$ cat config.mk
export PLATFORM = sky130hd
export DESIGN_NAME = broadcast_ring_multi_reader
export DESIGN_NICKNAME = d
export VERILOG_FILES = /design/src/hdl/brmr_pkg.sv /design/src/hdl/broadcast_ring_multi_reader.sv
export SDC_FILE = /design/constraint.sdc
export NUM_CORES = 1
export LEC_CHECK = 0
export BUFFER_PORTS_ARGS = -buffer_cell sky130_fd_sc_hd__buf_2
export CORE_UTILIZATION = 63
export DETAILED_ROUTE_END_ITERATION = 6
export MAX_ROUTING_LAYER = met4
export PLACE_DENSITY = 0.87
export SLEW_MARGIN = 20
export SYNTH_ARGS = -nofsm -noshare
export SYNTH_HDL_FRONTEND = slang
export SYNTH_SLANG_ARGS = --single-unit
export TNS_END_PERCENT = 5
$ cat constraint.sdc
create_clock -name clock -period 9.45 [get_ports clock]
set_input_delay 1.4175 -clock clock [delete_from_list [all_inputs] [get_ports clock]]
set_output_delay 1.4175 -clock clock [all_outputs]
set_load 0.02 [all_outputs]
$ cat src/hdl/brmr_pkg.sv
// ----------------------------------------------------------------------------
// Broadcast ring package
// Request and response types, operation codes and controller states for the
// single-writer, multi-reader broadcast ring.
// ----------------------------------------------------------------------------
`default_nettype none

package brmr_pkg;

   // Fixed field widths of the request and response.
   localparam int MODE_W      = 2;
   localparam int READER_W    = 3;
   localparam int PAYLOAD_W   = 32;
   localparam int COUNT_W     = 32;
   localparam int READERCNT_W = 4;

   // Number of reader slots that the reader field can address.
   localparam int READER_SLOTS = 8;

   // Operation codes carried in the mode field.
   localparam logic [MODE_W-1:0] MODE_PUBLISH   = 2'd0;
   localparam logic [MODE_W-1:0] MODE_READ      = 2'd1;
   localparam logic [MODE_W-1:0] MODE_SUBSCRIBE = 2'd2;

   typedef struct packed {
      logic [MODE_W-1:0]    mode;
      logic [READER_W-1:0]  reader;
      logic [PAYLOAD_W-1:0] payload_in;
   } req_type;

   typedef struct packed {
      logic                   message_valid;
      logic [PAYLOAD_W-1:0]   payload_out;
      logic [READERCNT_W-1:0] reader_count;
   } rsp_type;

   typedef enum logic [1:0] {
      ST_IDLE,
      ST_LOOKUP,
      ST_RESPOND
   } state_type;

endpackage

`default_nettype wire

$ cat src/hdl/broadcast_ring_multi_reader.sv
// ----------------------------------------------------------------------------
// Broadcast ring with one writer and several readers
// A request passes through the lookup and respond states before its response
// is registered. No new request is taken until the counter memory read, the
// ring memory read and the response register load of the last one are done
// in turn. Reset clears the write count, the subscription bits and the
// response slot; the ring and counter memories need no clearing.
// ----------------------------------------------------------------------------
`default_nettype none

module broadcast_ring_multi_reader #(
   parameter int RING_DEPTH   = 8,
   parameter int READERS      = 8,
   parameter int PAYLOAD_BITS = 32
) (
   input  wire logic              clock,
   input  wire logic              reset,
   input  wire logic              req_valid,
   output logic                   req_stall,
   input  wire brmr_pkg::req_type req_data,
   output logic                   rsp_valid,
   input  wire logic              rsp_stall,
   output brmr_pkg::rsp_type      rsp_data
);

   // Derived sizes. Only the first READER_SLOTS readers can be addressed.
   localparam int NUM_RD = (READERS < brmr_pkg::READER_SLOTS) ?
                           READERS : brmr_pkg::READER_SLOTS;
   localparam int RD_AW  = (NUM_RD > 1) ? $clog2(NUM_RD) : 1;
   localparam int RG_AW  = $clog2(RING_DEPTH);
   localparam int STORE_BITS = (PAYLOAD_BITS < brmr_pkg::PAYLOAD_W) ?
                               PAYLOAD_BITS : brmr_pkg::PAYLOAD_W;
   localparam int CNT_W  = brmr_pkg::COUNT_W + RG_AW;

   // Residue of 2^32 modulo the depth, used when a skip target wraps below zero.
   localparam longint WRAP_REM_L = 64'h1_0000_0000 % RING_DEPTH;
   localparam logic [RG_AW:0]   WRAP_REM = (RG_AW+1)'(WRAP_REM_L);
   localparam logic [RG_AW:0]   DEPTH_X  = (RG_AW+1)'(RING_DEPTH);
   localparam logic [RG_AW-1:0] LAST_IDX = RG_AW'(RING_DEPTH - 1);
   localparam logic [brmr_pkg::COUNT_W-1:0] DEPTH_W = brmr_pkg::COUNT_W'(RING_DEPTH);
   localparam logic [brmr_pkg::READER_W:0]  NUM_RD_X = (brmr_pkg::READER_W+1)'(NUM_RD);

   // Controller state and handshake controls.
   brmr_pkg::state_type state_ff, state_in;
   logic accept;
   logic lookup_en;
   logic load_rsp;

   // Held request and write side state.
   brmr_pkg::req_type               req_hold_ff;
   logic [brmr_pkg::COUNT_W-1:0]    wc_ff, wc_in;
   logic [RG_AW-1:0]                widx_ff, widx_in;
   logic [NUM_RD-1:0]               present_ff, present_in;

   // Memories and their registered read data.
   logic [STORE_BITS-1:0] ring_mem [RING_DEPTH];
   logic [STORE_BITS-1:0] ring_q_ff;
   logic [CNT_W-1:0]      cnt_mem [NUM_RD];
   logic [CNT_W-1:0]      cnt_q_ff;

   // Result fields carried from the lookup step to the response step.
   logic                               msg_ff, msg_in;
   logic [brmr_pkg::READERCNT_W-1:0]   count_ff, count_in;

   // Response slot.
   logic              rsp_valid_ff, rsp_valid_in;
   brmr_pkg::rsp_type rsp_data_ff,  rsp_data_in;

   // Lookup datapath.
   logic                         is_pub, is_read, is_sub, r_ok, read_hit, skip;
   logic [RD_AW-1:0]             rd_sel;
   logic [brmr_pkg::COUNT_W-1:0] rc, lag, rc_eff, rc_next;
   logic [RG_AW-1:0]             ridx, idx_eff, idx_next, skip_idx;
   logic [RG_AW:0]               skip_sum, skip_diff;
   logic                         cnt_we, ring_we;
   logic [CNT_W-1:0]             cnt_wdata;

   // Next state of the controller.
   always_comb begin
      state_in = state_ff;
      unique case (state_ff)
         brmr_pkg::ST_IDLE: begin
            if (req_valid) begin
               state_in = brmr_pkg::ST_LOOKUP;
            end
         end
         brmr_pkg::ST_LOOKUP: begin
            state_in = brmr_pkg::ST_RESPOND;
         end
         brmr_pkg::ST_RESPOND: begin
            if (!rsp_valid_ff || !rsp_stall) begin
               state_in = brmr_pkg::ST_IDLE;
            end
         end
         default: begin
            state_in = brmr_pkg::ST_IDLE;
         end
      endcase
   end

   // Controller outputs.
   always_comb begin
      req_stall = 1'b1;
      lookup_en = 1'b0;
      load_rsp  = 1'b0;
      unique case (state_ff)
         brmr_pkg::ST_IDLE: begin
            req_stall = 1'b0;
         end
         brmr_pkg::ST_LOOKUP: begin
            lookup_en = 1'b1;
         end
         brmr_pkg::ST_RESPOND: begin
            load_rsp = !rsp_valid_ff || !rsp_stall;
         end
         default: begin
            req_stall = 1'b1;
         end
      endcase
   end

   assign accept = req_valid && !req_stall;

   // Decode of the held request.
   always_comb begin
      is_pub  = (req_hold_ff.mode == brmr_pkg::MODE_PUBLISH);
      is_read = (req_hold_ff.mode == brmr_pkg::MODE_READ);
      is_sub  = (req_hold_ff.mode == brmr_pkg::MODE_SUBSCRIBE);
      r_ok    = ({1'b0, req_hold_ff.reader} < NUM_RD_X);
      rd_sel  = req_hold_ff.reader[RD_AW-1:0];
   end

   // Read pointer update: lag check, skip to the oldest kept entry, advance.
   always_comb begin
      rc   = cnt_q_ff[CNT_W-1 -: brmr_pkg::COUNT_W];
      ridx = cnt_q_ff[RG_AW-1:0];
      lag  = wc_ff - rc;
      skip = (lag > DEPTH_W);

      // The ring slot of the write count minus the depth, also across wrap.
      skip_sum  = {1'b0, widx_ff} + WRAP_REM;
      skip_diff = skip_sum - DEPTH_X;
      if (wc_ff >= DEPTH_W) begin
         skip_idx = widx_ff;
      end else if (skip_sum >= DEPTH_X) begin
         skip_idx = skip_diff[RG_AW-1:0];
      end else begin
         skip_idx = skip_sum[RG_AW-1:0];
      end

      rc_eff  = skip ? (wc_ff - DEPTH_W) : rc;
      idx_eff = skip ? skip_idx : ridx;
      rc_next = rc_eff + 1'b1;
      if ((rc_next == '0) || (idx_eff == LAST_IDX)) begin
         idx_next = '0;
      end else begin
         idx_next = idx_eff + 1'b1;
      end

      read_hit = is_read && r_ok && present_ff[rd_sel] && (lag != '0);
   end

   // Write side, subscription and result updates made in the lookup step.
   always_comb begin
      wc_in      = wc_ff;
      widx_in    = widx_ff;
      present_in = present_ff;
      msg_in     = msg_ff;
      count_in   = count_ff;
      ring_we    = lookup_en && is_pub;
      cnt_we     = lookup_en && (read_hit || (is_sub && r_ok));
      cnt_wdata  = is_sub ? {wc_ff, widx_ff} : {rc_next, idx_next};
      if (lookup_en) begin
         msg_in   = read_hit;
         count_in = is_pub ? brmr_pkg::READERCNT_W'($countones(present_ff)) : '0;
         if (is_pub) begin
            wc_in = wc_ff + 1'b1;
            if ((wc_in == '0) || (widx_ff == LAST_IDX)) begin
               widx_in = '0;
            end else begin
               widx_in = widx_ff + 1'b1;
            end
         end
         if (is_sub && r_ok) begin
            present_in[rd_sel] = 1'b1;
         end
      end
   end

   // Response slot: loaded when free or being emptied.
   always_comb begin
      rsp_valid_in = rsp_valid_ff;
      rsp_data_in  = rsp_data_ff;
      if (load_rsp) begin
         rsp_valid_in              = 1'b1;
         rsp_data_in.message_valid = msg_ff;
         rsp_data_in.payload_out   = msg_ff ? brmr_pkg::PAYLOAD_W'(ring_q_ff) : '0;
         rsp_data_in.reader_count  = count_ff;
      end else if (!rsp_stall) begin
         rsp_valid_in = 1'b0;
      end
   end

   // Control registers.
   always_ff @(posedge clock) begin
      if (reset) begin
         state_ff     <= brmr_pkg::ST_IDLE;
         wc_ff        <= '0;
         widx_ff      <= '0;
         present_ff   <= '0;
         rsp_valid_ff <= 1'b0;
      end else begin
         state_ff     <= state_in;
         wc_ff        <= wc_in;
         widx_ff      <= widx_in;
         present_ff   <= present_in;
         rsp_valid_ff <= rsp_valid_in;
      end
   end

   // Payload registers.
   always_ff @(posedge clock) begin
      if (accept) begin
         req_hold_ff <= req_data;
      end
      msg_ff      <= msg_in;
      count_ff    <= count_in;
      rsp_data_ff <= rsp_data_in;
   end

   // Per-reader counter memory: read on accept, written back in the lookup step.
   always_ff @(posedge clock) begin
      if (accept) begin
         cnt_q_ff <= cnt_mem[req_data.reader[RD_AW-1:0]];
      end
      if (cnt_we) begin
         cnt_mem[rd_sel] <= cnt_wdata;
      end
   end

   // Ring memory: publish writes at the write slot, a read fetches its entry.
   always_ff @(posedge clock) begin
      if (ring_we) begin
         ring_mem[widx_ff] <= req_hold_ff.payload_in[STORE_BITS-1:0];
      end
      if (lookup_en && is_read) begin
         ring_q_ff <= ring_mem[idx_eff];
      end
   end

   assign rsp_valid = rsp_valid_ff;
   assign rsp_data  = rsp_data_ff;

endmodule

`default_nettype wire

**Word level (Yosys, flattened, before mapping)**

Memories as Yosys holds them, arrays and structs flattened. A register that Yosys moved wholly into a read port is not among the register bits.
Index checks and enable logic that the tools add are counted.
W data, S select, Z words.

- Bits in registers: 125
- Memory bits (writable): 536
- Bits of input ports: 41
- Output and inout port bits: 39
- Memories kept: 2

- $add $sub $neg: 14
- Magnitude comparators: 5
- Equality and inequality tests: 9
- Mux-type cells: 23
- Bitwise logic cells: 1
- Reductions and logical operators: 21

Memories:

| name | depth | bits a word | rd ports | clocked after memory_dff | wr ports | RTL line | RTL |
|---|---|---|---|---|---|---|---|
| cnt_mem | 8 | 35 | 1 | 1 | 1 | broadcast_ring_multi_reader.sv:58 | `logic [CNT_W-1:0] cnt_mem [NUM_RD];` |
| ring_mem | 8 | 32 | 1 | 1 | 1 | broadcast_ring_multi_reader.sv:56 | `logic [STORE_BITS-1:0] ring_mem [RING_DEPTH];` |

Operator list:

| operator | count |
|---|---|
| $add A32 B1 Y32 const B | 2 |
| $logic_not A32 Y1 | 2 |
| $mux W35 | 1 |
| $ge A32 B4 Y1 const B | 1 |
| $gt A32 B4 Y1 const B | 1 |
| $mux W32 | 1 |
| $reduce_bool A32 Y1 | 1 |
| $sub A32 B32 Y32 | 1 |
| $sub A32 B4 Y32 const B | 1 |
| $mux W3 | 5 |
| $mux W1 | 11 |
| $add A1 B1 Y2 | 4 |
| $or A8 B8 Y8 | 1 |
| $logic_and A1 B1 Y1 | 7 |
| $add A2 B2 Y3 | 2 |
| $add A3 B1 Y3 const B | 2 |
| $eq A3 B3 Y1 const B | 2 |
| $pmux W2 S3 | 1 |
| $reduce_and A2 Y1 | 3 |
| $add A3 B3 Y4 | 1 |
| $eq A2 B1 Y1 const B | 2 |
| $eq A2 B2 Y1 const B | 2 |
| $ge A3 B4 Y1 const B | 1 |
| $logic_not A2 Y1 | 2 |
| 10 further kinds | 16 |

**Logic depth before layout (Yosys ltp)**

Gate-level depths: netlist (run 1).

- Depth after elaboration: 8
- Depth in mapped cells: 30
- Gate-level depth less buffers: 27

**Least setup slack after synthesis (run 1)**

OpenSTA, ideal clock, no wires.

- Path type: reg-to-reg
- From: register wc_ff[0] (netlist bit)
- To: memory cnt_mem[0][1] (netlist bit) (data pin)
- Setup time: 0.302 ns
- Arrival: 6.587 ns
- Required time: 9.148 ns
- Slack: 2.561 ns
- Stages on the path, launching flop included: 30
- Buffers on the path: 3
- Cells stage by stage: dfxtp_1 clkbuf_1 inv_1 ha_1 inv_1 fa_1 a211oi_2 o21ai_1 a22o_1 nor3_1 a21oi_1 nor4_1 nand4b_1 nor4_4 buf_2 buf_2 nand2_1 o21ai_0 ha_1 or3b_2 o21bai_1 nor3_2 nand4_1 or4b_4 o31ai_4 xor2_2 nor4b_2 a21oi_2 o41ai_2 o21ai_1

- Longest elaborated chain between the ends: 8
- Elaborated cells on any way between the ends: 14
- Classes of those cells: add/sub (4); order compare (2); eq/ne (1); mux (5); reduce/logical (2)

Ends and longest elaborated chain:

| element | RTL line | RTL |
|---|---|---|
| from (decl) | broadcast_ring_multi_reader.sv:51 | `logic [brmr_pkg::COUNT_W-1:0] wc_ff, wc_in;` |
| from (signal assigned) | broadcast_ring_multi_reader.sv:214 | `wc_ff <= wc_in;` |
| $sub A32 B32 Y32 | broadcast_ring_multi_reader.sv:137 | `lag = wc_ff - rc;` |
| $gt A32 B4 Y1 | broadcast_ring_multi_reader.sv:138 | `skip = (lag > DEPTH_W);` |
| $mux W32 | broadcast_ring_multi_reader.sv:151 | `rc_eff = skip ? (wc_ff - DEPTH_W) : rc;` |
| $add A32 B1 Y32 | broadcast_ring_multi_reader.sv:153 | `rc_next = rc_eff + 1'b1;` |
| $logic_not A32 Y1 | broadcast_ring_multi_reader.sv:154 | `if ((rc_next == '0) \|\| (idx_eff == LAST_IDX)) begin` |
| $logic_or A1 B1 Y1 | broadcast_ring_multi_reader.sv:154 |  |
| $mux W3 * | broadcast_ring_multi_reader.sv:154 |  |
| $mux W35 * | broadcast_ring_multi_reader.sv:172 | `cnt_wdata = is_sub ? {wc_ff, widx_ff} : {rc_next, idx_next};` |
| net cnt_wdata[1] | broadcast_ring_multi_reader.sv:76 | `logic [CNT_W-1:0] cnt_wdata;` |
| to (decl) | broadcast_ring_multi_reader.sv:58 |  |

Mark *: on every way through the listed nets, which the timed path passes. The rest lies on a longest branch.

**Worst setup path after layout (run 1)**

- From: register wc_ff[3] (netlist bit)
- To: memory cnt_mem[0][2] (netlist bit) (data pin)

Same word-level chain as after synthesis.

==> results.py, run 1 <==
metrics = {
    "power_and_ir_drop": {
        "leakage_uw": 0.0122,
        "pwr_density_cell_mw_per_mm2": 186,
        "total_power_uw": 6880,
        "vdd_drop_max_uv": 174,
    },
    "worst_setup_path": {
        "critical_path.startpoint": "wc_ff[3]",
        "path_max_fanout": 26,
        "critPathRequiredTime_ns": 9.73,
        "critPathCaptureType": "flop",
        "worstReg2RegStart": "wc_ff[3]",
        "worst-setup-path-type": "flop to flop",
        "cp.arrival_ns": 8.72,
        "critPathLaunchType": "flop",
    },
    "final_layout": {
        "nNetsFinal": 2463,
        "finalInstanceArea_mm2": 0.0369,
        "seqCellArea_mm2": 0.0214,
        "drive_gt1_share_pct": 20.1,
        "mostFrequentLayoutCells": "edfxtp_1, nand2_1, nor2_1",
        "nFillCells": 3198,
        "synthToLayoutAreaGrowth_pct": 10.3,
        "multi_input_area_mm2": 0.0113,
        "layout_commonest_cell": "edfxtp_1",
    },
    "logic_synthesis": {
        "netlist_area_mm2": 0.0334,
        "yosys_warnings": 0,
        "synth_cell_types": 97,
        "syn_avg_cell_area_um2": 14.4,
        "async_reset_ff_share_pct": 0,
        "synth_cells": 2320,
        "yosys_register_bits": 728,
        "synth_ff_type": "edfxtp_1",
        "synth_fp_nets": 2409,
        "ys_seq_area_share_pct": 64.0,
        "synth_edf_count": 682,
    },
    "route": {
        "vias": 21300,
        "wl_um": 85300,
        "drtAntennaViolNets": 0,
        "vias_per_cell": 6.83,
        "initialDrtViolationCount": 2917,
        "wl_per_cell_um": 27.4,
        "drc": 1,
        "dr.pass1.iters": 7,
    },
    "sta": {
        "fin_setup_tns_ns": 0,
        "fin_skew_ns": 0.0328,
        "tightest_slew_ns": 1.03,
        "slew_headroom_pct": 31.1,
        "rsz0062_at_grt": "false",
        "min_period_ns": 8.43,
        "slew_violations": 0,
        "clock.fmax_mhz": 119,
        "post-route-period-util_pct": 89.2,
        "hold_slack_ns": 0.429,
        "setup_viol": 0,
        "hold_viol": 0,
    },
    "cts": {
        "clk_latency_ns": 0.64,
        "htree_levels": 3,
        "cts_root_buffer": "clkbuf_16",
        "cts.sinks": 728,
        "clkSlewWorstSetupHoldPaths_ns": 0.06,
        "cts_setup_buffers": 0,
        "numCtsBuffers": 71,
        "holdBufCountCts": 0,
        "clk_path_buf_depth": 3,
        "tritoncts": "built",
        "cts_resized": 0,
    },
    "run_status": {
        "violations": "design-rule violations",
        "status": "finished with violations",
    },
    "worst_hold_path": {
        "min_from": "count_ff[2]",
        "holdCritPathClass": "flop to flop",
    },
    "global_route": {
        "grt_use_total_pct": 32.6,
        "grt_start_max_net_pins": 104,
        "grt_pass1_wl_um": 126000,
        "antenna_found_initial": 1,
        "grt_pass1_vias": 20700,
        "grt_overflow_total": 0,
    },
    "placement": {
        "routabilityCongestion": 1.01,
        "dpl.hpwl_um": 49800,
        "placed_cell_area_mm2": 0.0344,
        "port_buffers": 79,
    },
    "job": {
        "max_cap_viol_count": 0,
    },
    "die": {
        "core_mm2": 0.0526,
        "start_util_pct": 63.6,
        "die_height_um": 232,
        "die-area_mm2": 0.0540,
        "die_w_um": 232,
        "io_pins": 80,
        "rows": 84,
    },
}
flip-flops by register name, summed over array words and instances, names as in the netlist:
signal and count:
present_ff 8, ring_mem 256, ring_q_ff 32, rd_sel 3, widx_ff 3, state_ff 2
count_ff 4, cnt_q_ff 35, rsp_valid 1, rsp_data 37, req_hold_ff 34, cnt_mem 280
wc_ff 32, msg_ff 1
area by class of cell:
type / instances / area share (%)
Clock buffer: 80 / 4.97
Multi-Input combinational cell: 1400 / 30.6
Sequential cell: 728 / 58.0
Antenna cell: 1 / 0.00679
Inverter: 60 / 0.611
Tap cell: 688 / 2.33
Timing Repair Buffer: 113 / 1.78
Clock inverter: 47 / 1.65
routing by layer:
metal	GRT usage (%)	vias to the layer above	wire length, um
li1	-	9068	-
met1	41.7	10600	32200
met2	52.5	1400	42000
met3	5.44	255	8320
met4	12.3	0	2830
met5	-	-	0
metrics by stage:
stage | setup slack (ns) | utilization, % | instances
global route | 0.485 | 70.2 | 3117
detailed placement | 1.30 | 65.5 | 2989
global placement | 1.45 | 65.5 | 2989
finish | 1.02 | 70.2 | 3117
floorplan | 2.56 | - | 2320
CTS | 1.23 | 70.2 | 3116
cells in the mapped netlist, types with 21 or more instances:
cell | n | area, um2
buf_2 | 35 | 175
mux4_2 | 70 | 1580
o21ai_0 | 53 | 265
a21oi_1 | 80 | 400
mux2i_1 | 87 | 871
edfxtp_1 | 682 | 20500
ha_1 | 43 | 538
mux2_2 | 101 | 1140
inv_1 | 60 | 225
nor3_1 | 60 | 300
a31oi_1 | 23 | 144
a221oi_2 | 32 | 480
clkbuf_1 | 69 | 259
nor2_1 | 129 | 484
xor2_1 | 45 | 394
nand3_1 | 50 | 250
nand2_1 | 141 | 529
and3_1 | 21 | 131
o22ai_1 | 39 | 244
xnor2_1 | 86 | 753
nor4_1 | 25 | 156
nand4_1 | 37 | 231
dfxtp_1 | 46 | 921
and2_1 | 44 | 275
cells by family after synthesis:
kind of cell               Yosys count  share of synthesized area, %
xor gates and xnor gates           132                          3.48
AOI/OAI and AO/OA                  347                          7.57
muxes                              260                          10.8
adders and majority gates           49                          1.94
DFF                                728                          64.0
buffers and inverters              192                          2.60
and+or+nand+nor                    612                          9.62
path summary, 6_finish.rpt:
| kind | end | depth (start not counted) | slack [ns] |
|---|---|---|---|
| min | rsp_data[2] | 0 | 0.43 |
| max | cnt_mem[0][2] | 24 | 1.02 |
| max reg2reg | cnt_mem[0][2] | 24 | 1.02 |
| min reg2reg | rsp_data[2] | 0 | 0.43 |
critical path, cell delays in order (launching register included):
cell and delay (ns):
dfxtp_1 0.80, ha_1 0.34, o211ai_2 0.11, a21oi_1 0.31
o21ai_1 0.20, o211ai_1 0.51, nand2_1 0.14, xnor2_1 0.19
or4b_1 0.66, nor2_1 0.18, nand3_1 0.09, buf_4 0.26
o21ai_0 0.30, ha_1 0.45, or3b_2 0.52, o21bai_1 0.32
nor3_2 0.38, nand4_1 0.21, or4b_4 0.60, o31ai_4 0.08
xor2_2 0.12, nor4b_2 0.27, a21oi_2 0.05, o41ai_2 0.65
o21ai_1 0.34
report_power, final:
part           switching (uW)  internal [uW]
sequential               40.5           3570
clock                    1270           1700
combinational             194            101
total                    1500           5370
Note: power is estimated with default switching activity, not from simulation.
==> run 2: changes to the inputs <==
--- a/config.mk
+++ b/config.mk
@@ -5,7 +5,9 @@
 export SDC_FILE = /design/constraint.sdc
 export NUM_CORES = 1
 export LEC_CHECK = 0
+export ABC_AREA = 1
 export BUFFER_PORTS_ARGS = -buffer_cell sky130_fd_sc_hd__buf_2
+export CAP_MARGIN = 20
 export CORE_UTILIZATION = 63
 export DETAILED_ROUTE_END_ITERATION = 6
 export MAX_ROUTING_LAYER = met4
==> run 2 against run 1 <==
Compared with the run above:
- the flow now finishes without violations
- sequential power increased by 2%
- clock-buffer cell count increased by 11
- synthesized area increased by 0.64%
- final area increased by 0.96%
- routed wire length increased by 2.7%
- largest cell class unchanged
- worst setup slack improved by 1.8 ns
- synthesized cell count increased by 46%
==> results.py, run 2 <==
metrics = {
    "run_status": {
        "status": "completed",
    },
    "worst_setup_path": {
        "critical_path.startpoint": "wc_ff[0]",
        "crit_family": "simple AND/OR/NAND/NOR gates",
        "rr_worst_depth": 30,
        "critPathCaptureType": "flop",
        "critical_path.max_stage_delay_ns": 0.91,
        "critPathLaunchType": "flop",
        "cpMaxStageDelayCell": "nand3_2",
        "rrSetupSlack_ns": 2.87,
        "cp.arrival_ns": 6.91,
        "worst-setup-path-type": "flop to flop",
        "critPathBufInv": 2,
        "r2r_end": "cnt_mem[6][0]",
        "cp_common_cell": "nand2_1",
        "crit_path_end": "cnt_mem[6][0]",
        "path_max_fanout": 38,
        "path_depth": 30,
        "critPathRequiredTime_ns": 9.78,
        "worstReg2RegStart": "wc_ff[0]",
    },
    "route": {
        "vias": 25300,
        "vias_per_cell": 6.06,
        "initialDrtViolationCount": 3073,
        "wl_um": 87600,
        "drtAntennaViolNets": 0,
        "dr.pass1.iters": 7,
        "drc": 0,
        "wl_per_cell_um": 21.0,
    },
    "worst_hold_path": {
        "holdCritPathClass": "flop to flop",
        "min_from": "count_ff[2]",
    },
    "final_layout": {
        "nNetsFinal": 3519,
        "synthToLayoutAreaGrowth_pct": 10.6,
        "regMostFlops": "cnt_mem",
        "largest_reg_flops": 280,
        "mostFrequentLayoutCells": "edfxtp_1, nor2_1, nand2_1",
        "finalInstanceArea_mm2": 0.0372,
        "drive_gt1_share_pct": 8.80,
        "layout_commonest_cell": "edfxtp_1",
    },
    "placement": {
        "routabilityCongestion": 1.01,
        "port_buffers": 79,
        "placed_cell_area_mm2": 0.0347,
        "dpl.hpwl_um": 52900,
    },
    "logic_synthesis": {
        "synth_ff_type": "edfxtp_1",
        "yosys.cell_count.top_type": "edfxtp_1",
        "yosysTopAreaCell": "edfxtp_1",
        "synth_edf_count": 682,
        "synth_top_area_share_pct": 60.8,
        "synth_cell_types": 46,
        "async_reset_ff_share_pct": 0,
        "synth_area_leaders": "edfxtp_1, nor2_1, nand2_1",
        "netlist_top_cells_count": "edfxtp_1, nor2_1, nand2_1",
        "synth_cells": 3384,
        "yosys_warnings": 0,
        "ys_seq_area_share_pct": 63.6,
        "syn_avg_cell_area_um2": 9.95,
        "yosys_register_bits": 728,
        "netlist_area_mm2": 0.0337,
        "synth_fp_nets": 3473,
    },
    "cts": {
        "clk_path_buf_depth": 3,
        "clk_latency_ns": 0.64,
        "clkSlewWorstSetupHoldPaths_ns": 0.06,
        "tritoncts": "built",
        "numCtsBuffers": 74,
        "cts_setup_buffers": 0,
        "cts.sinks": 728,
        "cts_root_buffer": "clkbuf_16",
        "cts_resized": 0,
        "holdBufCountCts": 0,
        "htree_levels": 3,
    },
    "power_and_ir_drop": {
        "vdd_drop_max_uv": 186,
        "pwr_density_cell_mw_per_mm2": 198,
        "leakage_uw": 0.0145,
    },
    "sta": {
        "slew_headroom_pct": 25.5,
        "rsz0062_at_grt": "false",
        "hold_viol": 0,
        "slew_violations": 0,
        "tightest_slew_ns": 1.11,
        "fin_skew_ns": 0.0304,
        "fin_setup_tns_ns": 0,
        "post-route-period-util_pct": 69.7,
        "clock.fmax_mhz": 152,
        "min_period_ns": 6.58,
        "setup_viol": 0,
    },
    "die": {
        "start_util_pct": 63.9,
        "die_height_um": 233,
        "io_pins": 80,
        "die-area_mm2": 0.0543,
        "die_w_um": 233,
        "core_mm2": 0.0527,
        "rows": 84,
    },
    "global_route": {
        "grt_start_max_net_pins": 101,
        "grt_pass1_vias": 24000,
        "grt_pass1_wl_um": 133000,
        "grt_overflow_total": 0,
        "antenna_found_initial": 4,
        "grt_use_total_pct": 33.3,
    },
    "job": {
        "max_cap_viol_count": 0,
    },
}
run 2: cell count changes in the layout (fill, tap and decap cells not counted), moves of 25 or more:
cell,change
nor2_1,+523
nand2_1,+438
inv_1,+285
o21ai_0,+278
mux2_2,-101
mux2i_1,-87
xnor2_1,-81
mux4_2,-70
a31oi_1,+45
and2_1,-40
a221oi_2,-32
o22ai_1,+29
nand3_1,+25
run 2: per-stage QoR:
stage	total power [uW]	hold WS [ns]	worst slack, ns	instances	util [%]
CTS	7370	0.432	3.11	4173	70.6
global placement	4420	0.403	3.36	4040	65.9
detailed placement	4430	0.421	3.16	4040	65.9
global route	7590	0.432	2.34	4179	70.7
floorplan	4220	0.400	3.24	3384	-
finish	7370	0.439	2.87	4179	70.7
run 2: report_power, final:
part | leakage (uW) | switching [uW] | internal, uW | total, uW
combinational | 0.00675 | 531 | 189 | 720
clock | 0.00119 | 1250 | 1730 | 2980
sequential | 0.00660 | 39.8 | 3640 | 3680
total | 0.0145 | 1820 | 5550 | 7370
run 2: worst min path at each step:
| stage | end | slack, ns | cells after the start |
|---|---|---|---|
| 2_1_floorplan | rsp_data[0] | 0.40 | 0 |
| 3_3_place_gp | rsp_data[2] | 0.40 | 0 |
| 3_5_place_dp | rsp_data[2] | 0.42 | 0 |
| 4_1_cts | rsp_data[2] | 0.43 | 0 |
| 5_1_grt | rsp_data[2] | 0.43 | 0 |
| 6_report | rsp_data[2] | 0.44 | 0 |
run 2: logic make-up (layout without fill, tap and decap cells):
| family | Yosys count | count (layout) | share of synthesized area (%) |
|---|---|---|---|
| and+or+nand+nor | 1479 | 1479 | 18.1 |
| adders and majority gates | 48 | 48 | 1.90 |
| DFF | 728 | 728 | 63.6 |
| other | 0 | 4 | 0 |
| AOI/OAI and AO/OA | 557 | 557 | 8.98 |
| buffers and inverters | 507 | 610 | 5.79 |
| xor gates and xnor gates | 65 | 65 | 1.69 |
run 2: cell type report:
type | count | area [um2]
flip-flops and latches | 728 | 21400
diodes | 4 | 10.0
fillers | 3497 | 15400
inverters | 361 | 1360
well taps | 688 | 861
clock buffers | 91 | 1940
repair buffers | 116 | 686
multi-input cells | 2149 | 10400
clock inverters | 42 | 533
run 2: layer usage:
layer  global-route usage, %  part of all wire, %  vias to the layer above
met5                       -                    0                        -
met3                    5.70                  9.8                      287
met4                    16.9                  4.3                        0
li1                        -                    -                    11600
met1                    40.5                   37                    11800
met2                    53.8                   49                     1699
